`src/rtl/core/ipds_pkg.sv`:
```
package ipds_pkg;

	localparam int MAX_PATTERN = 32;
	localparam int POS_BITS    = 24;
	localparam int CNT_BITS    = POS_BITS + 1;
	localparam int HEAD_DEPTH  = MAX_PATTERN - 1;
	localparam int PTR_BITS    = $clog2(HEAD_DEPTH);
	localparam int LEN_BITS    = 6;
	localparam int CFG_BITS    = 64;
	localparam int IDX_BITS    = 2;

	localparam logic [POS_BITS-1:0] POS_MAX = {POS_BITS{1'b1}};

	typedef enum logic [IDX_BITS-1:0] {
		REG_MASKS_LOW  = 2'd0,
		REG_MASKS_HIGH = 2'd1,
		REG_LENGTH     = 2'd2,
		REG_CIRCULAR   = 2'd3
	} reg_index_t;

	// nucleotide sets, bit 0 = A, 1 = C, 2 = G, 3 = T
	localparam logic [3:0] SET_NONE = 4'h0;
	localparam logic [3:0] SET_A    = 4'h1;
	localparam logic [3:0] SET_C    = 4'h2;
	localparam logic [3:0] SET_G    = 4'h4;
	localparam logic [3:0] SET_T    = 4'h8;
	localparam logic [3:0] SET_AG   = SET_A | SET_G;
	localparam logic [3:0] SET_CT   = SET_C | SET_T;
	localparam logic [3:0] SET_CG   = SET_C | SET_G;
	localparam logic [3:0] SET_AT   = SET_A | SET_T;
	localparam logic [3:0] SET_GT   = SET_G | SET_T;
	localparam logic [3:0] SET_AC   = SET_A | SET_C;
	localparam logic [3:0] SET_CGT  = SET_C | SET_G | SET_T;
	localparam logic [3:0] SET_AGT  = SET_A | SET_G | SET_T;
	localparam logic [3:0] SET_ACT  = SET_A | SET_C | SET_T;
	localparam logic [3:0] SET_ACG  = SET_A | SET_C | SET_G;
	localparam logic [3:0] SET_ACGT = SET_A | SET_C | SET_G | SET_T;

	typedef struct packed {
		logic [7:0] base_char;
		logic       last_base;
	} base_t;

	typedef struct packed {
		logic                hit;
		logic [POS_BITS-1:0] start_position;
		logic                run_done;
		logic                length_overflow;
	} result_t;

	typedef struct packed {
		logic       en;
		logic [3:0] sym;
	} cell_cfg_t;

	function automatic logic [3:0] base_set(input logic [7:0] ch);
		logic [7:0] up;
		up = ch;
		if (ch >= 8'h61 && ch <= 8'h7a)
			up = ch - 8'h20;
		unique case (up)
			8'h41:        base_set = SET_A;    // A
			8'h43:        base_set = SET_C;    // C
			8'h47:        base_set = SET_G;    // G
			8'h54, 8'h55: base_set = SET_T;    // T, U
			8'h52:        base_set = SET_AG;   // R
			8'h59:        base_set = SET_CT;   // Y
			8'h53:        base_set = SET_CG;   // S
			8'h57:        base_set = SET_AT;   // W
			8'h4b:        base_set = SET_GT;   // K
			8'h4d:        base_set = SET_AC;   // M
			8'h42:        base_set = SET_CGT;  // B
			8'h44:        base_set = SET_AGT;  // D
			8'h48:        base_set = SET_ACT;  // H
			8'h56:        base_set = SET_ACG;  // V
			8'h4e:        base_set = SET_ACGT; // N
			default:      base_set = SET_NONE;
		endcase
	endfunction

endpackage

```
`src/rtl/core/ipds_cell.sv`:
```
module ipds_cell import ipds_pkg::*; (
	input  logic       clk,
	input  logic       arst_n,
	input  logic       shift,
	input  logic       clear,
	input  logic [3:0] mask_in,
	input  cell_cfg_t  cfg,
	output logic [3:0] mask,
	output logic       ok
);

	logic [3:0] mask_q;
	cell_cfg_t  cfg_q;

	always_ff @(posedge clk or negedge arst_n) begin
		if (!arst_n) begin
			mask_q <= '0;
			cfg_q  <= '0;
		end else begin
			cfg_q <= cfg;
			if (clear)
				mask_q <= '0;
			else if (shift)
				mask_q <= mask_in;
		end
	end

	assign mask = mask_q;
	assign ok   = !cfg_q.en || ((mask_q != SET_NONE) && ((mask_q & ~cfg_q.sym) == SET_NONE));

endmodule

```
`src/rtl/core/iupac_degenerate_pattern_search.sv`:
```
// IUPAC pattern search over a stream of ASCII bases.
// Input channel base/base_valid/base_ready takes one base per word; last_base
// ends the sequence. Output channel result/result_valid/result_ready gives one
// word per matching start position and a closing word (run_done) per sequence.
// The user must load the pattern through cfg_we/cfg_index/cfg_data while idle;
// the block does not enforce it. A base accepted shifts into a row of 32 compare
// cells; all cells check the window at once and a hit is registered into the
// output register once that register is free. One base per cycle is taken as
// long as results drain.
// After the last base of a circular sequence whose count did not overflow, the
// head store feeds the first bases back into the cell row, one per cycle while
// the compare stage has room, active pattern length - 1 times (31 at most), to
// check windows that wrap the origin; then the closing word follows.
// Input is held off from the last base until the closing word is registered.
// A stalled receiver holds the output register; bases that miss keep flowing,
// but a hit waiting in the compare stage drops base_ready.
// Reset clears the window, count and pattern registers (length 1, linear);
// the block is ready for bases as soon as reset is released.
module iupac_degenerate_pattern_search import ipds_pkg::*; (
	input  logic                clk,
	input  logic                arst_n,
	input  logic                base_valid,
	output logic                base_ready,
	input  base_t               base,
	output logic                result_valid,
	input  logic                result_ready,
	output result_t             result,
	input  logic                cfg_we,
	input  logic [IDX_BITS-1:0] cfg_index,
	input  logic [CFG_BITS-1:0] cfg_data
);

	typedef enum logic [1:0] {
		ST_RUN,
		ST_WRAP,
		ST_CLOSE
	} state_t;

	state_t state_q;

	logic [CFG_BITS-1:0] masks_low_q, masks_high_q;
	logic [LEN_BITS-1:0] pat_len_q;
	logic                circular_q;

	logic [CNT_BITS-1:0] count_q, len_q;
	logic                ovf_q;
	logic [3:0]          head_q [HEAD_DEPTH];
	logic [PTR_BITS-1:0] ptr_q, wrap_left_q;

	logic                valid_s1, elig_s1, ovf_s1;
	logic [POS_BITS-1:0] pos_s1;

	logic                out_valid_q;
	result_t             out_q;

	logic [LEN_BITS-1:0] act_len, len_m1;
	logic [2*CFG_BITS-1:0] pat_all;
	cell_cfg_t           cell_cfg [MAX_PATTERN];
	logic [3:0]          cell_mask [MAX_PATTERN];
	logic [MAX_PATTERN-1:0] cell_ok;

	logic acc, wrap_issue, shift, clear_seq, close_fire;
	logic match, hit_s1, out_free, s1_go, s1_room;
	logic [3:0] bmask, shift_mask;
	logic ovf_next, wrap_en;
	logic [CNT_BITS-1:0] count_next, idx_p1, pos_full, ptr_p1;
	logic elig_new;
	logic [POS_BITS-1:0] pos_new;

	// configuration
	always_ff @(posedge clk or negedge arst_n) begin
		if (!arst_n) begin
			masks_low_q  <= '0;
			masks_high_q <= '0;
			pat_len_q    <= LEN_BITS'(1);
			circular_q   <= 1'b0;
		end else if (cfg_we) begin
			unique case (reg_index_t'(cfg_index))
				REG_MASKS_LOW:  masks_low_q  <= cfg_data;
				REG_MASKS_HIGH: masks_high_q <= cfg_data;
				REG_LENGTH:     pat_len_q    <= cfg_data[LEN_BITS-1:0];
				REG_CIRCULAR:   circular_q   <= cfg_data[0];
				default:        ;
			endcase
		end
	end

	assign act_len = (pat_len_q > LEN_BITS'(MAX_PATTERN)) ? LEN_BITS'(MAX_PATTERN) : pat_len_q;
	assign len_m1  = act_len - LEN_BITS'(1);
	assign pat_all = {masks_high_q, masks_low_q};

	// cell i holds the base of age i and compares it against symbol m-1-i
	always_comb begin
		for (int i = 0; i < MAX_PATTERN; i++) begin
			logic [LEN_BITS-1:0] k;
			k = len_m1 - LEN_BITS'(i);
			cell_cfg[i].en  = LEN_BITS'(i) < act_len;
			cell_cfg[i].sym = pat_all[{k[PTR_BITS-1:0], 2'b00} +: 4];
		end
	end

	for (genvar i = 0; i < MAX_PATTERN; i++) begin : g_cell
		ipds_cell u_cell (
			.clk     (clk),
			.arst_n  (arst_n),
			.shift   (shift),
			.clear   (clear_seq),
			.mask_in ((i == 0) ? shift_mask : cell_mask[(i == 0) ? 0 : i - 1]),
			.cfg     (cell_cfg[i]),
			.mask    (cell_mask[i]),
			.ok      (cell_ok[i])
		);
	end

	assign match    = &cell_ok;
	assign hit_s1   = valid_s1 && elig_s1 && match;
	assign out_free = !out_valid_q || result_ready;
	assign s1_go    = valid_s1 && (!hit_s1 || out_free);
	assign s1_room  = !valid_s1 || s1_go;

	assign base_ready = (state_q == ST_RUN) && s1_room;
	assign acc        = base_valid && base_ready;
	assign wrap_issue = (state_q == ST_WRAP) && s1_room && (wrap_left_q != '0);
	assign shift      = acc || wrap_issue;
	assign close_fire = (state_q == ST_CLOSE) && !valid_s1 && out_free;
	assign clear_seq  = close_fire;

	assign bmask      = base_set(base.base_char);
	assign shift_mask = acc ? bmask : head_q[ptr_q];

	// position of the window ending at the word entering now
	assign ovf_next   = ovf_q || (acc && count_q[POS_BITS]);
	assign count_next = count_q[POS_BITS] ? count_q : count_q + CNT_BITS'(1);
	assign idx_p1     = count_q + CNT_BITS'(1);
	assign pos_full   = idx_p1 - CNT_BITS'(act_len);
	assign elig_new   = (act_len != '0) && ((acc && ovf_next) || (idx_p1 >= CNT_BITS'(act_len)));
	assign pos_new    = (acc && ovf_next) ? POS_MAX : pos_full[POS_BITS-1:0];
	assign wrap_en    = circular_q && !ovf_next && (act_len != '0);
	assign ptr_p1     = CNT_BITS'(ptr_q) + CNT_BITS'(1);

	// count doubles as the virtual index while wrapping
	always_ff @(posedge clk or negedge arst_n) begin
		if (!arst_n) begin
			count_q <= '0;
			ovf_q   <= 1'b0;
			len_q   <= '0;
			ptr_q   <= '0;
		end else if (clear_seq) begin
			count_q <= '0;
			ovf_q   <= 1'b0;
		end else if (acc) begin
			count_q <= count_next;
			ovf_q   <= ovf_next;
			len_q   <= count_next;
			ptr_q   <= '0;
		end else if (wrap_issue) begin
			count_q <= idx_p1;
			ptr_q   <= (ptr_p1 == len_q) ? '0 : ptr_p1[PTR_BITS-1:0];
		end
	end

	always_ff @(posedge clk) begin
		if (acc && (count_q < CNT_BITS'(HEAD_DEPTH)))
			head_q[count_q[PTR_BITS-1:0]] <= bmask;
	end

	always_ff @(posedge clk or negedge arst_n) begin
		if (!arst_n) begin
			valid_s1 <= 1'b0;
			elig_s1  <= 1'b0;
			ovf_s1   <= 1'b0;
			pos_s1   <= '0;
		end else if (shift) begin
			valid_s1 <= 1'b1;
			elig_s1  <= elig_new;
			ovf_s1   <= ovf_next;
			pos_s1   <= pos_new;
		end else if (s1_go) begin
			valid_s1 <= 1'b0;
		end
	end

	always_ff @(posedge clk or negedge arst_n) begin
		if (!arst_n) begin
			state_q     <= ST_RUN;
			wrap_left_q <= '0;
			out_valid_q <= 1'b0;
			out_q       <= '0;
		end else begin
			unique case (state_q)
				ST_RUN: begin
					if (acc && base.last_base) begin
						state_q     <= ST_WRAP;
						wrap_left_q <= wrap_en ? len_m1[PTR_BITS-1:0] : '0;
					end
				end
				ST_WRAP: begin
					if (wrap_left_q == '0)
						state_q <= ST_CLOSE;
					else if (wrap_issue)
						wrap_left_q <= wrap_left_q - PTR_BITS'(1);
				end
				ST_CLOSE: begin
					if (close_fire)
						state_q <= ST_RUN;
				end
				default: state_q <= ST_RUN;
			endcase

			if (hit_s1 && out_free) begin
				out_valid_q           <= 1'b1;
				out_q.hit             <= 1'b1;
				out_q.start_position  <= pos_s1;
				out_q.run_done        <= 1'b0;
				out_q.length_overflow <= ovf_s1;
			end else if (close_fire) begin
				out_valid_q           <= 1'b1;
				out_q.hit             <= 1'b0;
				out_q.start_position  <= '0;
				out_q.run_done        <= 1'b1;
				out_q.length_overflow <= ovf_q;
			end else if (result_ready) begin
				out_valid_q <= 1'b0;
			end
		end
	end

	assign result_valid = out_valid_q;
	assign result       = out_q;

endmodule

```
`config.mk`:
```
export PLATFORM = sky130hd
export DESIGN_NAME = iupac_degenerate_pattern_search
export DESIGN_NICKNAME = d
export VERILOG_FILES = /design/src/rtl/core/ipds_pkg.sv /design/src/rtl/core/ipds_cell.sv /design/src/rtl/core/iupac_degenerate_pattern_search.sv
export SDC_FILE = /design/constraint.sdc
export NUM_CORES = 2
export LEC_CHECK = 0
export BUFFER_PORTS_ARGS = -buffer_cell sky130_fd_sc_hd__buf_4
export CORE_ASPECT_RATIO = 1.1
export CORE_MARGIN = 4
export CORE_UTILIZATION = 30
export DETAILED_ROUTE_END_ITERATION = 8
export GPL_ROUTABILITY_DRIVEN = 0
export MAX_ROUTING_LAYER = met4
export SYNTH_ARGS = -nofsm -noshare
export SYNTH_HDL_FRONTEND = slang
export SYNTH_HIERARCHICAL = 1
export SYNTH_SLANG_ARGS = --single-unit
```
`constraint.sdc`:
```
create_clock -name clk -period 13.3 [get_ports clk]
set_input_delay 0 -clock clk [delete_from_list [all_inputs] [get_ports clk]]
set_output_delay 0 -clock clk [all_outputs]
set_load 0.05 [all_outputs]
```
==> results by group <==
Outcome
  • Status: complete, no violations

Die
  • IO Count: ~110
  • DIE WIDTH: around 330 µm
  • Row count: around 130
  • Total Die Area: ~0.12 mm²
  • Initial core utilization: 0.3026
  • DIE HEIGHT: roughly 370 µm
  • Core ar.: between 0.1 and 0.15 mm²

Clock network
  • TritonCTS buffer count: 76
  • CTS tree: yes
  • Worst-skew pair later-pin latency: between 0.6 and 0.7 ns
  • Clock transition at path regs: roughly 0.060 ns
  • Post-CTS setup buffer count: 0
  • Maximum root-to-sink buffer count: 3
  • CTS Sinks: 665
  • H-tree levels: 3
  • Root buffer cell: clkbuf_16

Synth
  • EDFF count, synth: 124
  • Cell count after synthesis: about 3100
  • Synthesized flop and latch total: between 600 and 700
  • Synth Area in XOR/XNOR: 0.02651
  • Mapped Nets: 3199
  • Largest family of logic cells by synthesized area: multiplexers
  • Post-Syn Area: ~0.035 mm²
  • Seq/Total Area, Yosys: 0.4910
  • Adder-cell share of the synthesized area: 0.01117
  • Post-synth top flop: dfrtp_1
  • Mux share of post-synthesis cell area: 0.2855
  • Simple-gate share of the synthesized area: 0.08903
  • Mean Syn Cell Area: roughly 11 µm²
  • Async S/R FF share, synth: 0.8135
  • Synth Warn #: 6
  • Post-synth cell types: 75
  • Complex-gate fraction of the synthesized area: 0.05800

Detailed routing
  • Avg WL per Cell: roughly 22 µm
  • Drt total wl: roughly 110000 µm
  • DRT iter0 DRCs: around 2200
  • Vias per inst: 5.122
  • DRC: 0
  • DRT Pass-1 Iters: 5
  • DRT antenna net count: 0
  • Vias: around 25000

STA
  • Final setup fails: 0
  • Slew @ Worst Pin: 1.249 ns
  • Final Max Slew Viols: 0
  • Worst slew margin: 0.1634
  • Tmin final: 5.002 ns
  • Fin crit share: 0.3761
  • Final Hold Violating Endpoints: 0
  • Setup TNS: 0 ns
  • RSZ-0062 raised after global routing: false
  • Max Fclk: approximately 200 MHz
  • Max Clock Skew: around 0.024 ns

Worst setup path
  • WP data arrival: about 5.5 ns
  • CP cell instances: inv_2 > nand2_2 > buf_4 > ha_2 > xor2_4 > buf_4 > inv_2 > ha_1 > a21boi_0 > xor2_2 > mux2i_1 > mux2_2
  • Top delay family on crit path: buffers and inverters
  • FF-to-FF Start: pat_len_q[5]
  • Worst Setup End Kind: register
  • CP Launch Type: register
  • Crit Path Class: reg -> reg
  • CP max-delay cell: a21boi_0
  • R2R depth: 12
  • Worst stage delay on the critical path: between 0.7 and 0.8 ns
  • Crit Path Max Fanout: 35
  • CP bufs+invs: 4
  • R2R Setup Slk: around 8.3 ns
  • R2r endpoint: g_cell[9].u_cell/cfg_q[1]
  • CP Data Required Time: roughly 14 ns

Power and ir drop
  • Reg power frac: 0.322
  • Worst VDD drop: 0.0001635 V
  • Sw Ratio: 0.4095
  • P_sw: a little over 4000 µW
  • Power Total: around 10000 µW
  • Clk pwr share: 0.218
  • LEAKAGE: roughly 0.018 µW
  • Logic gate share of total power: 0.460
  • Cell-internal power: a little under 6000 µW
  • Pwr Density: approximately 250 mW/mm²

Placed design
  • Port Buffers: approximately 110
  • Detailed placement HPWL: approximately 80000 µm

Final layout
  • Share of layout cells above drive strength 1: 0.1784
  • P&R area growth vs syn: 15.95%
  • Final Net Count: ~3300

GRT
  • First-pass GRT wire length: 158900 µm
  • Antenna violations before repair: 4
  • GRT overflow: 0
  • Pin count of the biggest net entering global routing: between 150 and 200
  • Total track usage: 0.1744
  • Vias in the first global route: around 24000

Hold path
  • Class of the worst hold path: in -> async

Job
  • Maxcap violations: 0
[placed cells by master (no fill, tap or decap), types with 55 or more instances in the layout]
cell,count
buf_4,137
clkbuf_16,78
dfrtp_1,538
dlygate4sd3_1,71
edfxtp_1,124
inv_1,119
mux2_2,239
mux2i_1,653
nand2_1,244
nor2_1,240
o21ai_0,122
o22ai_1,69
xnor2_1,55
[worst max path at each step]
stage                                          from  cells after the start  slack [ns]                    endpoint
after floorplan                        pat_len_q[5]                     14        9.05  g_cell[22].u_cell/cfg_q[0]
after global placement    g_cell[22].u_cell/mask[2]                     12        8.47                 count_q[19]
after detailed placement               pat_len_q[5]                     12        8.42   g_cell[9].u_cell/cfg_q[1]
after CTS                              pat_len_q[5]                     12        8.37   g_cell[9].u_cell/cfg_q[1]
after global routing                   pat_len_q[5]                     12        8.07  g_cell[17].u_cell/cfg_q[0]
final                                  pat_len_q[5]                     12        8.30   g_cell[9].u_cell/cfg_q[1]
[sequential cells by signal (all words and copies together), names as in the netlist, 25 cells and up]
signal / flops
len_q: 25
head_q: 124
masks_low_q: 64
count_q: 25
masks_high_q: 64
g_cell.u_cell/cfg_q: 160
g_cell.u_cell/mask: 128
result: 27
[final cells by class]
| class | count | area, µm² |
|---|---|---|
| Fill cell | 11490 | 75440 |
| Clock inverter | 28 | 384.1 |
| Multi-Input combinational cell | 2086 | 16600 |
| Timing Repair Buffer | 210 | 1774 |
| Tap cell | 1529 | 1913 |
| Inverter | 160 | 615.6 |
| Sequential cell | 665 | 17270 |
| Clock buffer | 107 | 2201 |
| Antenna cell | 4 | 10.01 |
[cell usage after synthesis (28+ instances only)]
| library cell | instances | area share |
|---|---|---|
| o21ai_0 | 123 | 0.018 |
| mux2i_1 | 653 | 0.19 |
| nor3_1 | 30 | 0.0043 |
| o31ai_1 | 53 | 0.011 |
| xnor2_1 | 56 | 0.014 |
| dfrtp_1 | 540 | 0.38 |
| nand3_1 | 38 | 0.0054 |
| mux2_2 | 239 | 0.077 |
| o22ai_1 | 69 | 0.012 |
| clkinv_1 | 33 | 0.0035 |
| edfxtp_1 | 124 | 0.11 |
| nor4_1 | 45 | 0.0080 |
| ha_1 | 29 | 0.010 |
| inv_1 | 120 | 0.013 |
| clkbuf_1 | 86 | 0.0092 |
| nor2_1 | 243 | 0.026 |
| a21oi_1 | 51 | 0.0073 |
| buf_2 | 30 | 0.0043 |
| nand2_1 | 244 | 0.026 |
| xor2_1 | 28 | 0.0070 |
| mux4_2 | 36 | 0.023 |
| clkbuf_2 | 32 | 0.0046 |
[layer usage]
metal	vias to the layer above	share of wire	wire length, µm	global-route usage
li1	11240	-	-	-
met2	768	0.48	50620	0.2813
met1	12340	0.42	45000	0.2239
met4	0	0.037	3979	0.05911
met3	184	0.061	6504	0.02791
met5	-	0	0	-
[logic make-up after synthesis]
logic type | after synthesis
AO/OA/AOI/OAI | 337
XOR/XNOR | 94
adder cells (fa/ha/maj) | 31
buffers and inverters | 338
flip-flops | 665
multiplexers | 928
AND/OR/NAND/NOR | 696
[worst register-to-register path, stage by stage, from the launching register on]
cell,delay [ns]
dfrtp_1,0.55
inv_2,0.20
nand2_2,0.11
buf_4,0.52
ha_2,0.58
xor2_4,0.11
buf_4,0.27
inv_2,0.50
ha_1,0.32
a21boi_0,0.71
xor2_2,0.54
mux2i_1,0.19
mux2_2,0.29
[power groups by stage]
stage / registers [µW] / clock network, µW / logic (µW)
6_report: 3240 / 2180 / 4620
2_1_floorplan: 2900 / 0 / 3480
3_3_place_gp: 3260 / 0 / 4460
5_1_grt: 3270 / 2310 / 4960
4_1_cts: 3220 / 2220 / 4580
3_5_place_dp: 3260 / 0 / 4530
[stage by stage]
| stage | hold WS (ns) | util | std cells | area [µm²] | worst slack [ns] |
|---|---|---|---|---|---|
| after floorplan | -0.2956 | - | 3089 | 35160 | 9.046 |
| after global placement | 0.1502 | 0.3224 | 4579 | 37460 | 8.471 |
| after detailed placement | 0.1572 | 0.3224 | 4579 | 37460 | 8.424 |
| after CTS | 0.05389 | 0.3507 | 4785 | 40760 | 8.370 |
| after global routing | 0.09317 | 0.3508 | 4789 | 40770 | 8.074 |
| final | 0.02316 | 0.3508 | 4789 | 40770 | 8.298 |
[repair_timing]
item / CTS / global route
endpoints found under the hold margin: 244 / 0
hold buffers: 71 / 0
resized for setup: 0 / 0
Power figures use the tool's default switching activity.
